==> src/dcg_pkg.sv <==
// ----------------------------------------------------------------------------
// dcg_pkg: shared constants for the disk geometry block
// Field widths, sector limits and the sectors-per-track choices.
// ----------------------------------------------------------------------------
`default_nettype none

package dcg_pkg;

  localparam int unsigned SizeW  = 64;
  localparam int unsigned SecW   = 28;  // capped sector count fits here
  localparam int unsigned CthW   = 20;  // cylinders times heads
  localparam int unsigned CylW   = 16;
  localparam int unsigned HeadW  = 5;
  localparam int unsigned SptW   = 8;
  localparam int unsigned GeomW  = 32;
  localparam int unsigned SectorShift = 9;   // 512-byte sectors
  localparam int unsigned CylLimitLog = 10;  // 1024 cylinders

  localparam logic [SecW-1:0] SectorCap  = SecW'(65535 * 16 * 255);
  localparam logic [SecW-1:0] LargeLimit = SecW'(65535 * 16 * 63);
  localparam logic [SecW-1:0] Fail17Limit = SecW'(17 * 16385);
  localparam logic [SecW-1:0] Fail31Limit = SecW'(31 * 16384);

  localparam logic [SptW-1:0] Spt17  = SptW'(17);
  localparam logic [SptW-1:0] Spt31  = SptW'(31);
  localparam logic [SptW-1:0] Spt63  = SptW'(63);
  localparam logic [SptW-1:0] Spt255 = SptW'(255);

  localparam logic [HeadW-1:0] MinHeads = HeadW'(4);
  localparam logic [HeadW-1:0] MaxHeads = HeadW'(16);
  localparam int unsigned CylRound = (1 << CylLimitLog) - 1;

endpackage

`default_nettype wire

==> src/dcg_in_if.sv <==
// ----------------------------------------------------------------------------
// dcg_in_if: size channel
// Valid/ready channel carrying the disk capacity in bytes.
// ----------------------------------------------------------------------------
`default_nettype none

interface dcg_in_if;
  logic                        valid;
  logic                        ready;
  logic [dcg_pkg::SizeW-1:0]   disk_size_bytes;

  modport source (output valid, output disk_size_bytes, input ready);
  modport sink   (input valid, input disk_size_bytes, output ready);
endinterface

`default_nettype wire

==> src/dcg_out_if.sv <==
// ----------------------------------------------------------------------------
// dcg_out_if: geometry channel
// Valid/ready channel carrying the computed geometry.
// ----------------------------------------------------------------------------
`default_nettype none

interface dcg_out_if;
  logic                        valid;
  logic                        ready;
  logic [dcg_pkg::GeomW-1:0]   geometry_word;
  logic [dcg_pkg::CylW-1:0]    cylinder_count;
  logic [dcg_pkg::HeadW-1:0]   head_count;
  logic [dcg_pkg::SptW-1:0]    sectors_per_track;

  modport source (output valid, output geometry_word, output cylinder_count,
                  output head_count, output sectors_per_track, input ready);
  modport sink   (input valid, input geometry_word, input cylinder_count,
                  input head_count, input sectors_per_track, output ready);
endinterface

`default_nettype wire

==> src/dcg_div_cell.sv <==
// ----------------------------------------------------------------------------
// dcg_div_cell: one restoring division step
// Brings down one dividend bit, subtracts the divisor if it fits and
// shifts the quotient bit in; registered with its own valid/ready.
// ----------------------------------------------------------------------------
`default_nettype none

module dcg_div_cell #(
  parameter int unsigned DivW  = 8,
  parameter int unsigned WorkW = 20,
  parameter int unsigned SideW = 1
) (
  input  wire logic              clk_i,
  input  wire logic              rst_ni,
  input  wire logic              valid_i,
  output logic                   ready_o,
  input  wire logic [DivW-1:0]   rem_i,
  input  wire logic [WorkW-1:0]  work_i,
  input  wire logic [DivW-1:0]   div_i,
  input  wire logic [SideW-1:0]  side_i,
  output logic                   valid_o,
  input  wire logic              ready_i,
  output logic [DivW-1:0]        rem_o,
  output logic [WorkW-1:0]       work_o,
  output logic [DivW-1:0]        div_o,
  output logic [SideW-1:0]       side_o
);

  logic              valid_q;
  logic [DivW-1:0]   rem_d, rem_q;
  logic [WorkW-1:0]  work_d, work_q;
  logic [DivW-1:0]   div_q;
  logic [SideW-1:0]  side_q;
  logic [DivW:0]     trial;
  logic              take;

  always_comb begin
    trial  = {rem_i, work_i[WorkW-1]};
    take   = (trial >= {1'b0, div_i});
    rem_d  = take ? DivW'(trial - {1'b0, div_i}) : trial[DivW-1:0];
    work_d = {work_i[WorkW-2:0], take};
  end

  assign ready_o = !valid_q || ready_i;

  always_ff @(posedge clk_i or negedge rst_ni) begin
    if (!rst_ni) begin
      valid_q <= 1'b0;
    end else if (ready_o) begin
      valid_q <= valid_i;
    end
  end

  always_ff @(posedge clk_i) begin
    if (ready_o && valid_i) begin
      rem_q  <= rem_d;
      work_q <= work_d;
      div_q  <= div_i;
      side_q <= side_i;
    end
  end

  assign valid_o = valid_q;
  assign rem_o   = rem_q;
  assign work_o  = work_q;
  assign div_o   = div_q;
  assign side_o  = side_q;

endmodule

`default_nettype wire

==> src/dcg_div_chain.sv <==
// ----------------------------------------------------------------------------
// dcg_div_chain: row of division cells
// One cell per quotient bit; the quotient leaves in work_o.
// ----------------------------------------------------------------------------
`default_nettype none

module dcg_div_chain #(
  parameter int unsigned DivW  = 8,
  parameter int unsigned WorkW = 20,
  parameter int unsigned SideW = 1
) (
  input  wire logic              clk_i,
  input  wire logic              rst_ni,
  input  wire logic              valid_i,
  output logic                   ready_o,
  input  wire logic [DivW-1:0]   rem_i,
  input  wire logic [WorkW-1:0]  work_i,
  input  wire logic [DivW-1:0]   div_i,
  input  wire logic [SideW-1:0]  side_i,
  output logic                   valid_o,
  input  wire logic              ready_i,
  output logic [WorkW-1:0]       work_o,
  output logic [DivW-1:0]        div_o,
  output logic [SideW-1:0]       side_o
);

  logic              v    [WorkW+1];
  logic              rdy  [WorkW+1];
  logic [DivW-1:0]   rem  [WorkW+1];
  logic [WorkW-1:0]  work [WorkW+1];
  logic [DivW-1:0]   dv   [WorkW+1];
  logic [SideW-1:0]  side [WorkW+1];

  assign v[0]    = valid_i;
  assign ready_o = rdy[0];
  assign rem[0]  = rem_i;
  assign work[0] = work_i;
  assign dv[0]   = div_i;
  assign side[0] = side_i;

  for (genvar i = 0; i < WorkW; i++) begin : g_cell
    dcg_div_cell #(
      .DivW  (DivW),
      .WorkW (WorkW),
      .SideW (SideW)
    ) u_cell (
      .clk_i   (clk_i),
      .rst_ni  (rst_ni),
      .valid_i (v[i]),
      .ready_o (rdy[i]),
      .rem_i   (rem[i]),
      .work_i  (work[i]),
      .div_i   (dv[i]),
      .side_i  (side[i]),
      .valid_o (v[i+1]),
      .ready_i (rdy[i+1]),
      .rem_o   (rem[i+1]),
      .work_o  (work[i+1]),
      .div_o   (dv[i+1]),
      .side_o  (side[i+1])
    );
  end

  assign rdy[WorkW] = ready_i;
  assign valid_o    = v[WorkW];
  assign work_o     = work[WorkW];
  assign div_o      = dv[WorkW];
  assign side_o     = side[WorkW];

endmodule

`default_nettype wire

==> src/dcg_front.sv <==
// ----------------------------------------------------------------------------
// dcg_front: sector count and track size choice
// Stage one turns bytes into capped sectors; stage two picks sectors per
// track straight from the sector count.
// ----------------------------------------------------------------------------
`default_nettype none

module dcg_front (
  input  wire logic                       clk_i,
  input  wire logic                       rst_ni,
  input  wire logic                       valid_i,
  output logic                            ready_o,
  input  wire logic [dcg_pkg::SizeW-1:0]  size_i,
  output logic                            valid_o,
  input  wire logic                       ready_i,
  output logic [dcg_pkg::SecW-1:0]        sectors_o,
  output logic [dcg_pkg::SptW-1:0]        spt_o,
  output logic                            sel17_o
);

  localparam int unsigned RawW = dcg_pkg::SizeW - dcg_pkg::SectorShift;

  logic                        v1_q, v2_q;
  logic                        rdy1, rdy2;
  logic [RawW-1:0]             raw;
  logic [dcg_pkg::SecW-1:0]    sec_d, sec1_q, sec2_q;
  logic [dcg_pkg::SptW-1:0]    spt_d, spt_q;
  logic                        hit, fail17;

  assign raw   = size_i[dcg_pkg::SizeW-1:dcg_pkg::SectorShift];
  assign sec_d = (raw > RawW'(dcg_pkg::SectorCap)) ? dcg_pkg::SectorCap
                                                   : raw[dcg_pkg::SecW-1:0];

  // 17-sector cylinders-times-heads lands exactly on k*1024 for some k of 4..16
  always_comb begin
    hit = 1'b0;
    for (int k = 4; k <= 16; k++) begin
      if (sec1_q[18:10] == 9'(17 * k)) hit = 1'b1;
    end
    hit    = hit && (sec1_q[9:0] < 10'd17) && (sec1_q < dcg_pkg::Fail17Limit);
    fail17 = (sec1_q >= dcg_pkg::Fail17Limit) || hit;
    if (sec1_q >= dcg_pkg::LargeLimit) begin
      spt_d = dcg_pkg::Spt255;
    end else if (!fail17) begin
      spt_d = dcg_pkg::Spt17;
    end else if (sec1_q < dcg_pkg::Fail31Limit) begin
      spt_d = dcg_pkg::Spt31;
    end else begin
      spt_d = dcg_pkg::Spt63;
    end
  end

  assign rdy2    = !v2_q || ready_i;
  assign rdy1    = !v1_q || rdy2;
  assign ready_o = rdy1;

  always_ff @(posedge clk_i or negedge rst_ni) begin
    if (!rst_ni) begin
      v1_q <= 1'b0;
      v2_q <= 1'b0;
    end else begin
      if (rdy1) v1_q <= valid_i;
      if (rdy2) v2_q <= v1_q;
    end
  end

  always_ff @(posedge clk_i) begin
    if (rdy1 && valid_i) sec1_q <= sec_d;
    if (rdy2 && v1_q) begin
      sec2_q <= sec1_q;
      spt_q  <= spt_d;
    end
  end

  assign valid_o   = v2_q;
  assign sectors_o = sec2_q;
  assign spt_o     = spt_q;
  assign sel17_o   = (spt_q == dcg_pkg::Spt17);

endmodule

`default_nettype wire

==> src/disk_chs_geometry.sv <==
// Pipeline: size word to geometry word through 2 front stages,
// 20 cells for sectors / track size and 16 for / heads.
// Throughput: one word per cycle unless the output stalls; every stage and cell has its own valid
// and takes a new word as soon as its successor moves on.
// Reset: rst_ni async active low empties all stages; no other state.
// ----------------------------------------------------------------------------
// disk_chs_geometry: virtual-disk cylinder/head/sector geometry
// Sector count, track size choice, then two rows of division cells.
// ----------------------------------------------------------------------------
`default_nettype none

module disk_chs_geometry (
  input  wire logic  clk_i,
  input  wire logic  rst_ni,
  dcg_in_if.sink     size_i,
  dcg_out_if.source  geom_o
);

  localparam int unsigned CthW  = dcg_pkg::CthW;
  localparam int unsigned SecW  = dcg_pkg::SecW;
  localparam int unsigned SptW  = dcg_pkg::SptW;
  localparam int unsigned HeadW = dcg_pkg::HeadW;
  localparam int unsigned CylW  = dcg_pkg::CylW;

  logic                 f_valid, f_ready, f_sel17;
  logic [SecW-1:0]      f_sec;
  logic [SptW-1:0]      f_spt;

  logic                 c_valid, c_ready;
  logic [CthW-1:0]      cth;
  logic [SptW-1:0]      c_spt;
  logic                 c_sel17;

  logic [CthW:0]        rounded;
  logic [HeadW:0]       ceil_heads;
  logic [HeadW-1:0]     heads;

  logic [CylW-1:0]      cyl;
  logic [HeadW-1:0]     o_heads;
  logic [SptW-1:0]      o_spt;

  dcg_front u_front (
    .clk_i     (clk_i),
    .rst_ni    (rst_ni),
    .valid_i   (size_i.valid),
    .ready_o   (size_i.ready),
    .size_i    (size_i.disk_size_bytes),
    .valid_o   (f_valid),
    .ready_i   (f_ready),
    .sectors_o (f_sec),
    .spt_o     (f_spt),
    .sel17_o   (f_sel17)
  );

  // sectors / track size, quotient is cylinders times heads
  dcg_div_chain #(
    .DivW  (SptW),
    .WorkW (CthW),
    .SideW (1)
  ) u_spt_div (
    .clk_i   (clk_i),
    .rst_ni  (rst_ni),
    .valid_i (f_valid),
    .ready_o (f_ready),
    .rem_i   (f_sec[SecW-1:CthW]),
    .work_i  (f_sec[CthW-1:0]),
    .div_i   (f_spt),
    .side_i  (f_sel17),
    .valid_o (c_valid),
    .ready_i (c_ready),
    .work_o  (cth),
    .div_o   (c_spt),
    .side_o  (c_sel17)
  );

  // heads rounded up to cover 1024 cylinders, never below four; sixteen unless track size is 17
  always_comb begin
    rounded    = {1'b0, cth} + (CthW+1)'(dcg_pkg::CylRound);
    ceil_heads = rounded[dcg_pkg::CylLimitLog +: (HeadW+1)];
    if (!c_sel17) begin
      heads = dcg_pkg::MaxHeads;
    end else if (ceil_heads < (HeadW+1)'(dcg_pkg::MinHeads)) begin
      heads = dcg_pkg::MinHeads;
    end else begin
      heads = ceil_heads[HeadW-1:0];
    end
  end

  dcg_div_chain #(
    .DivW  (HeadW),
    .WorkW (CylW),
    .SideW (SptW)
  ) u_head_div (
    .clk_i   (clk_i),
    .rst_ni  (rst_ni),
    .valid_i (c_valid),
    .ready_o (c_ready),
    .rem_i   ({1'b0, cth[CthW-1:CylW]}),
    .work_i  (cth[CylW-1:0]),
    .div_i   (heads),
    .side_i  (c_spt),
    .valid_o (geom_o.valid),
    .ready_i (geom_o.ready),
    .work_o  (cyl),
    .div_o   (o_heads),
    .side_o  (o_spt)
  );

  assign geom_o.cylinder_count    = cyl;
  assign geom_o.head_count        = o_heads;
  assign geom_o.sectors_per_track = o_spt;
  assign geom_o.geometry_word     = {cyl, (8-HeadW)'(0), o_heads, o_spt};

`ifndef SYNTHESIS
  a_heads_range : assert property (@(posedge clk_i) disable iff (!rst_ni)
    geom_o.valid |-> (o_heads >= dcg_pkg::MinHeads) && (o_heads <= dcg_pkg::MaxHeads))
    else $error("head count out of range");

  a_spt_code : assert property (@(posedge clk_i) disable iff (!rst_ni)
    geom_o.valid |-> (o_spt == dcg_pkg::Spt17) || (o_spt == dcg_pkg::Spt31) ||
                     (o_spt == dcg_pkg::Spt63) || (o_spt == dcg_pkg::Spt255))
    else $error("illegal sectors per track");

  a_wide_heads : assert property (@(posedge clk_i) disable iff (!rst_ni)
    (geom_o.valid && (o_spt != dcg_pkg::Spt17)) |-> (o_heads == dcg_pkg::MaxHeads))
    else $error("wide track without sixteen heads");

  a_cth_fits : assert property (@(posedge clk_i) disable iff (!rst_ni)
    c_valid |-> ({1'b0, cth[CthW-1:CylW]} < heads))
    else $error("cylinder count would overflow");
`endif

endmodule

`default_nettype wire
==> src/flat_wrapper.sv <==
// flat-port wrapper written by rule: the top's interface ports become plain ports
module disk_chs_geometry_flat 
  (clk_i, rst_ni, size_i_valid, size_i_disk_size_bytes, size_i_ready, geom_o_valid, geom_o_geometry_word, geom_o_cylinder_count, geom_o_head_count, geom_o_sectors_per_track, geom_o_ready);
  dcg_in_if size_i_i ();
  dcg_out_if geom_o_i ();
  input  wire logic clk_i;
  input  wire logic rst_ni;
  input wire logic [$bits(size_i_i.valid)-1:0] size_i_valid;
  input wire logic [$bits(size_i_i.disk_size_bytes)-1:0] size_i_disk_size_bytes;
  output wire logic [$bits(size_i_i.ready)-1:0] size_i_ready;
  output wire logic [$bits(geom_o_i.valid)-1:0] geom_o_valid;
  output wire logic [$bits(geom_o_i.geometry_word)-1:0] geom_o_geometry_word;
  output wire logic [$bits(geom_o_i.cylinder_count)-1:0] geom_o_cylinder_count;
  output wire logic [$bits(geom_o_i.head_count)-1:0] geom_o_head_count;
  output wire logic [$bits(geom_o_i.sectors_per_track)-1:0] geom_o_sectors_per_track;
  input wire logic [$bits(geom_o_i.ready)-1:0] geom_o_ready;
  assign size_i_i.valid = size_i_valid;
  assign size_i_i.disk_size_bytes = size_i_disk_size_bytes;
  assign size_i_ready = size_i_i.ready;
  assign geom_o_valid = geom_o_i.valid;
  assign geom_o_geometry_word = geom_o_i.geometry_word;
  assign geom_o_cylinder_count = geom_o_i.cylinder_count;
  assign geom_o_head_count = geom_o_i.head_count;
  assign geom_o_sectors_per_track = geom_o_i.sectors_per_track;
  assign geom_o_i.ready = geom_o_ready;
  disk_chs_geometry u_core (.clk_i(clk_i), .rst_ni(rst_ni), .size_i(size_i_i), .geom_o(geom_o_i));
endmodule
==> config.mk <==
export PLATFORM = sky130hd
export DESIGN_NAME = disk_chs_geometry_flat
export DESIGN_NICKNAME = d
export VERILOG_FILES = /design/src/dcg_pkg.sv /design/src/dcg_in_if.sv /design/src/dcg_out_if.sv /design/src/dcg_div_cell.sv /design/src/dcg_div_chain.sv /design/src/dcg_front.sv /design/src/disk_chs_geometry.sv /design/src/flat_wrapper.sv
export SDC_FILE = /design/constraint.sdc
export NUM_CORES = 1
export LEC_CHECK = 0
export ABC_AREA = 1
export BUFFER_PORTS_ARGS = -buffer_cell sky130_fd_sc_hd__clkbuf_2
export CAP_MARGIN = 10
export CORE_UTILIZATION = 35
export DETAILED_ROUTE_END_ITERATION = 8
export GPL_TIMING_DRIVEN = 0
export PLACE_DENSITY = 0.62
export REMOVE_ABC_BUFFERS = 1
export SLEW_MARGIN = 40
export SYNTH_ARGS = -nofsm -noshare
export SYNTH_HDL_FRONTEND = slang
export SYNTH_HIERARCHICAL = 1
export SYNTH_SLANG_ARGS = --single-unit
==> constraint.sdc <==
create_clock -name clk_i -period 8.3 [get_ports clk_i]
set_input_delay 0.83 -clock clk_i [delete_from_list [all_inputs] [get_ports clk_i]]
set_output_delay 0.83 -clock clk_i [all_outputs]
set_load 0.01 [all_outputs]
==> out/qor.txt, run 1 <==
Status = finished, final reports clean
Antenna violations before repair = 0
Area of the die = 175300 µm²
Number of antenna cells inserted = 0
Cells after synthesis = 4782
Type of the most critical hold path = input port to async pin
Critical Path Fanout Max = 3
Data arrival, critical path = 6.69 ns
Design area = 70020 µm²
Internal power = 15.12 mW
Share of the cycle needed by the critical path after routing = 90.65%
CTS sink cnt = 1368
Die outline width = 418.7 µm
Avg Cell Area, Syn = 12.71 µm²
DRC violation count after routing = 0
Fin worst setup slack = 0.7763 ns
Detail Placement HPWL = 68.47 mm
Cts hold-fix bufs = 0
Largest net degree at the start of global routing = 39
Via count = 33011
Net count, final = 5430
Relative contribution of the clock network to total power = 27.1%
First-pass iteration count of the detailed router = 5
Number of global-route vias before repair = 33270
Clock skew after layout = 0.03425 ns
Count of standard-cell rows = 152
Combinational group share of total power = 28.8%
Post-DP Area = 65390 µm²
GRT Resource Usage Total = 10.82%
CTS tree = built
Area taken by flip-flops and latches = 40890 µm²
Area growth syn-to-layout = 15.21%
Starting utilization of the core area = 35.31%
Global placer's final weighted congestion = 0.8322
Actual slew at the worst max-slew pin = 0.6565 ns
Final total negative setup slack = 0 ns
Max Cap Viol = 0
Pre-CTS setup slack = -1.073 ns
Top achievable clock speed = 132.9 MHz
Yosys synthesis warning count = 6
Buffer type at the clock tree root = clkbuf_16
Net switching power of the design = 7.169 mW
Kind of critical path = register to output port
Leakage Power = 28.63 nW
Overflow left after global routing = 0
Critical Path Start Type = register
I/O Pins = 131
Final Slew Violations = 0
Setup Viol. Count Final = 0
Final min period = 7.524 ns
Global-route wire length before repair = 157.4 mm
Relative contribution of sequential cells to total power = 44.1%
Net Sw Frac = 32.17%
Number of buffers added by the clock tree synthesis step = 137
Worst-path clk slew = 0.06 ns
Multi-input gate area = 17290 µm²
Ratio of cells with drive above 1 in the final layout = 20.53%
Port-buffer cells = 118
Mapped cell area = 60770 µm²
CTS H-tree depth = 4
# fillers = 15797
Total detailed-routing wirelength = 92.67 mm
Height of the die = 418.7 µm
Data required time at the worst endpoint = 7.47 ns
Areal power density over the cells = 318.3 nW/µm²
Antenna viol nets, final = 0
Vias per std cell = 4.397
Family with the most delay on the worst path = buffers and inverters
Count of routing violations after the opening detailed-route iteration = 1727
Crit. End Element = output port
Clk buf depth = 3
Source-to-sink clock delay at the later pin of the worst-skew pair = 0.77 ns
Delay of the slowest cell on the worst path = 0.34 ns
Worst path bufs/invs = 37
Average wire per standard cell = 12.34 µm
Slowest cell on crit path = dfrtp_1
Critical Path Most Common Cell = inv_2
Placeable core region = 172100 µm²
Worst relative slew slack = 56.23%
Peak ir drop on the vdd network = 0.0002108 V
Number of hold violations in the final report = 0
metrics by stage:
stage | total power, mW | util [%] | hold WS (ns) | instances
CTS | 22.58 | 40.60 | 0.05474 | 7491
floorplan | 15.02 | - | 0.4003 | 4746
finish | 22.29 | 40.68 | 0.09435 | 7508
global placement | 16.15 | 37.16 | 0.4001 | 7174
detailed placement | 16.42 | 37.99 | 0.4045 | 7238
global route | 23.74 | 40.68 | 0.09624 | 7508
cell type report:
cell class | instances | area share (%)
Clock buffer | 163 | 5.064
Clock inverter | 87 | 1.301
Inverter | 729 | 3.908
Multi-Input combinational cell | 2649 | 24.70
Sequential cell | 1368 | 58.40
Tap cell | 2310 | 4.128
Timing Repair Buffer | 202 | 2.500
path summary, 6_finish.rpt:
kind	from	end	slack, ns	cells past startpoint
setup / recovery	u_core/u_head_div/g_cell[15].u_cell/valid_o	size_i_ready	0.78	74
hold / removal	rst_ni	u_core/u_head_div/g_cell[15].u_cell/valid_o	0.09	1
setup reg to reg	u_core/u_head_div/g_cell[15].u_cell/valid_o	u_core/u_front/sec1_q[9]	1.83	75
hold reg to reg	u_core/u_spt_div/g_cell[6].u_cell/work_o[2]	u_core/u_spt_div/g_cell[7].u_cell/work_o[3]	0.40	0
max in group asynchronous	rst_ni	u_core/u_front/v1_q	7.71	1
min in group clk_i	size_i_disk_size_bytes[28]	u_core/u_front/sec1_q[19]	0.35	3
per-layer routing:
metal | track usage (%) | vias to the layer above | share of wire, %
met3 | 2.053 | 181 | 3.2
met1 | 12.12 | 15594 | 41
met5 | 0 | - | 0
met4 | 3.874 | 0 | 2.4
li1 | - | 16793 | -
met2 | 20.24 | 443 | 53
power by group through the flow:
stage                     sequential [mW]  combinational (mW)  clock [mW]
after global routing                 9.96                7.26        6.52
final                                9.83                6.42        6.04
after floorplan                      9.80                5.22           0
after detailed placement             9.99                6.43           0
after CTS                            9.85                6.47        6.26
after global placement               10.0                6.14           0
registers in the layout, indices dropped and copies added, names as in the netlist:
register	flops
u_core/u_front/sec1_q	28
u_core/u_head_div/g_cell.u_cell/work_o	256
u_core/u_spt_div/g_cell.u_cell/side_o	20
u_core/u_spt_div/g_cell.u_cell/rem_o	152
u_core/u_head_div/g_cell.u_cell/valid_o	16
u_core/u_front/spt_o	3
u_core/u_spt_div/g_cell.u_cell/valid_o	20
u_core/u_front/valid_o	1
u_core/u_head_div/g_cell.u_cell/rem_o	75
u_core/u_head_div/g_cell.u_cell/side_o	128
u_core/u_front/sectors_o	28
u_core/u_spt_div/g_cell.u_cell/work_o	400
u_core/u_head_div/g_cell.u_cell/div_o	80
u_core/u_spt_div/g_cell.u_cell/div_o	160
u_core/u_front/v1_q	1
worst reg2reg max path, delay by kind of cell, from the launching register on:
family | cells | cell delay (ns)
flip-flops | 1 | 0.34
buffers and inverters | 37 | 2.94
AND/OR/NAND/NOR | 38 | 2.83
repair_timing:
item                                    CTS  global route
hold endpoints to repair                  0             0
pin swaps                                 0             0
resized for setup                        38             6
setup buffers                             3            17
endpoints found under the setup margin   29             1
layout by cell type, fill, tap and decap left out, types with 39 or more instances in the layout:
cell type and count:
clkinv_1 67, ha_1 240, xnor2_1 39, nor2_4 60, nand2_2 232, nand3_1 418, inv_2 97, clkbuf_2 116
a21oi_1 73, inv_1 593, nor2_2 59, nor2_1 186, nand2_8 39, clkbuf_16 137, buf_8 59, nand2_1 952
nand2_4 56, edfxtp_1 1330
Power figures use the tool's default switching activity.
==> run 2, diff against run 1 <==
--- a/config.mk
+++ b/config.mk
@@ -9,7 +9,9 @@
 export BUFFER_PORTS_ARGS = -buffer_cell sky130_fd_sc_hd__clkbuf_2
 export CAP_MARGIN = 10
 export CORE_UTILIZATION = 35
+export CTS_BUF_LIST = sky130_fd_sc_hd__clkbuf_2
 export DETAILED_ROUTE_END_ITERATION = 8
+export GPL_ROUTABILITY_DRIVEN = 0
 export GPL_TIMING_DRIVEN = 0
 export PLACE_DENSITY = 0.62
 export REMOVE_ABC_BUFFERS = 1
==> run 2 against run 1 <==
Net effect:
- clock power fell by 30%
- non-clock buffer count grew 130
- final cell count increased by 6.2%
- critical endpoint unchanged
- largest power group unchanged
- combinational power grew 1%
- clock-buffer cell count rose by 345
- sequential share of layout area grew 0.19 points
==> out/qor.txt, run 2 (synthesis gave the netlist of run 1 again) <==
Buffer type at the clock tree root = clkbuf_2 (was clkbuf_16)
CTS sink cnt = 1368 (unchanged)
Clk buf depth = 4 (was 3)
Height of the die = 418.7 µm (unchanged)
# fillers = 16019 (was 15797)
CTS H-tree depth = 5 (was 4)
Net switching power of the design = 7.128 mW (was 7.169 mW)
Worst-path clk slew = 0.10 ns (was 0.06 ns)
Number of flip-flops under the largest register name = 400 (unchanged)
Peak ir drop on the vdd network = 0.0001473 V (was 0.0002108 V)
Post-layout instance count excluding filler cells = 7976 (was 7508)
Starting utilization of the core area = 35.31% (unchanged)
Average wire per standard cell = 12.41 µm (was 12.34 µm)
Post-DP Area = 65450 µm² (was 65390 µm²)
Commonest cells after routing, fill and taps aside = 1330 x edfxtp_1, 938 x nand2_1, 624 x clkbuf_2, 592 x inv_1, 418 x nand3_1 (was 1330 x edfxtp_1, 952 x nand2_1, 593 x inv_1, 418 x nand3_1, 240 x ha_1)
Internal power = 13.41 mW (was 15.12 mW)
Setup Viol. Count Final = 0 (unchanged)
Net count, final = 5762 (was 5430)
Commonest non-fill, non-tap cell in the layout = edfxtp_1 (unchanged)
Multi-input gate area = 17330 µm² (was 17290 µm²)
Ratio of cells with drive above 1 in the final layout = 25.66% (was 20.53%)
Source-to-sink clock delay at the later pin of the worst-skew pair = 1.63 ns (was 0.77 ns)
Count of routing violations after the opening detailed-route iteration = 1687 (was 1727)
I/O Pins = 131 (unchanged)
Vias per std cell = 4.380 (was 4.397)
Data required time at the worst endpoint = 7.47 ns (about the same)
Number of global-route vias before repair = 35817 (was 33270)
Critical Path Fanout Max = 2 (was 3)
Overflow left after global routing = 0 (unchanged)
Area growth syn-to-layout = 14.83% (was 15.21%)
Detail Placement HPWL = 68.91 mm (was 68.47 mm)
Net Sw Frac = 34.70% (was 32.17%)
Critical Path Start Type = input port (was register)
DP Cell Count = 7244 (was 7238)
Clock skew after layout = 0.1773 ns (was 0.03425 ns)
Fin Hold WS = 0.3170 ns (was 0.09435 ns)
Cells on Worst Hold Path = 0
Areal power density over the cells = 294.3 nW/µm² (was 318.3 nW/µm²)
DRC violation count after routing = 0 (unchanged)
Share of the cycle needed by the critical path after routing = 94.89% (was 90.65%)
Relative contribution of sequential cells to total power = 47.7% (was 44.1%)
Leakage Power = 29.34 nW (was 28.63 nW)
Top achievable clock speed = 127.0 MHz (was 132.9 MHz)
Reg2Reg Depth = 76 (was 75)
Global-route wire length before repair = 166.3 mm (was 157.4 mm)
Largest net degree at the start of global routing = 39 (unchanged)
First-pass iteration count of the detailed router = 5 (unchanged)
Actual slew at the worst max-slew pin = 1.064 ns (was 0.6565 ns)
Combinational group share of total power = 31.7% (was 28.8%)
Status = finished, final reports clean (unchanged)
Final min period = 7.876 ns (was 7.524 ns)
Critical Path Most Common Cell = inv_2 (unchanged)
Via count = 34934 (was 33011)
Slowest cell on crit path = dlygate4sd3_1 (was dfrtp_1)
Die outline width = 418.7 µm (unchanged)
Number of buffers added by the clock tree synthesis step = 339 (was 137)
CTS tree = built (unchanged)
Number of hold violations in the final report = 0 (unchanged)
Type of the most critical hold path = register to register (was input port to async pin)
Final Slew Violations = 0 (unchanged)
Final total negative setup slack = 0 ns (unchanged)
Count of standard-cell rows = 152 (unchanged)
Placeable core region = 172100 µm² (unchanged)
Data arrival, critical path = 7.05 ns (was 6.69 ns)
Delay of the slowest cell on the worst path = 0.56 ns (was 0.34 ns)
Worst relative slew slack = 29.09% (was 56.23%)
Total detailed-routing wirelength = 99.00 mm (was 92.67 mm)
Max Cap Viol = 0 (unchanged)
Area taken by flip-flops and latches = 40890 µm² (unchanged)
Kind of critical path = input port to output port (was register to output port)
Antenna violations before repair = 3 (was 0)
Crit. End Element = output port (unchanged)
Relative contribution of the clock network to total power = 20.6% (was 27.1%)
Area of the die = 175300 µm² (unchanged)
Flop-to-flop setup slack = 2.23 ns (was 1.83 ns)
GRT Resource Usage Total = 11.43% (was 10.82%)
Port-buffer cells = 118 (unchanged)
Design area = 69780 µm² (was 70020 µm²)
Antenna viol nets, final = 0 (unchanged)
-- run 2: cell count changes in the layout (fill, tap and decap cells not counted), moves of 7 or more --
cell / before / now
clkbuf_2: 116 / 624
clkbuf_16: 137 / 0
dlygate4sd3_1: 0 / 91
buf_4: 20 / 52
clkbuf_1: 24 / 0
clkinv_1: 67 / 90
nand2_1: 952 / 938
nand2_2: 232 / 245
clkinv_2: 21 / 10
diode_2: 0 / 8
bufinv_16: 10 / 3
inv_16: 7 / 0
inv_2: 97 / 104
-- run 2: worst paths after layout --
| check | end | startpoint |
|---|---|---|
| setup / recovery | size_i_ready | geom_o_ready |
| min in group asynchronous | u_core/u_head_div/g_cell[10].u_cell/valid_o | rst_ni |
| hold / removal | u_core/u_head_div/g_cell[5].u_cell/work_o[10] | u_core/u_head_div/g_cell[4].u_cell/work_o[9] |
| setup reg to reg | u_core/u_front/sec1_q[6] | u_core/u_head_div/g_cell[15].u_cell/valid_o |
| max in group asynchronous | u_core/u_spt_div/g_cell[5].u_cell/valid_o | rst_ni |
| hold reg to reg | u_core/u_head_div/g_cell[5].u_cell/work_o[10] | u_core/u_head_div/g_cell[4].u_cell/work_o[9] |
-- run 2: area by class of cell --
cell class              instances  area share (%)
diodes                          8         0.02869
clock buffers                 508           3.643
clock inverters                72          0.5307
inverters                     729           3.921
multi-input cells            2649           24.84
flip-flops and latches       1368           58.59
well taps                    2310           4.142
repair buffers                332           4.301
-- run 2: per-stage QoR --
stage               total power [mW]  setup WS (ns)  utilization [%]
finish                         20.54         0.4245            40.55
detailed placement             16.43         -1.029            38.03
floorplan                      15.02          1.430                -
global placement               16.14       -0.01780            37.16
global route                   22.09        -0.2963            40.55
CTS                            20.83        0.02888            40.41
-- run 2: worst max-delay path, delay by kind of cell --
| kind | cells | cell delay [ns] |
|---|---|---|
| simple gates | 37 | 2.40 |
| buf+inv | 41 | 3.83 |
-- run 2: routing by layer --
metal	vias to the layer above	track usage [%]	part of all wire [%]
met5	-	0	0
met4	0	5.532	3.0
met3	240	2.734	4.3
met2	701	20.82	53
met1	16388	12.35	40
li1	17605	-	-
-- run 2: repair_timing --
action,in CTS,in global routing
endpoints found under the setup margin,29,1
buffers inserted,29,23
resized for setup,42,19
endpoints found under the hold margin,188,0
hold buffers,92,0
-- run 2: power groups by stage --
stage                     registers [mW]  clock network (mW)  logic (mW)
after CTS                           9.82                4.47        6.53
after floorplan                     9.80                   0        5.22
after global routing                9.93                4.80        7.36
after detailed placement            9.98                   0        6.45
final                               9.80                4.23        6.51
after global placement              10.0                   0        6.15
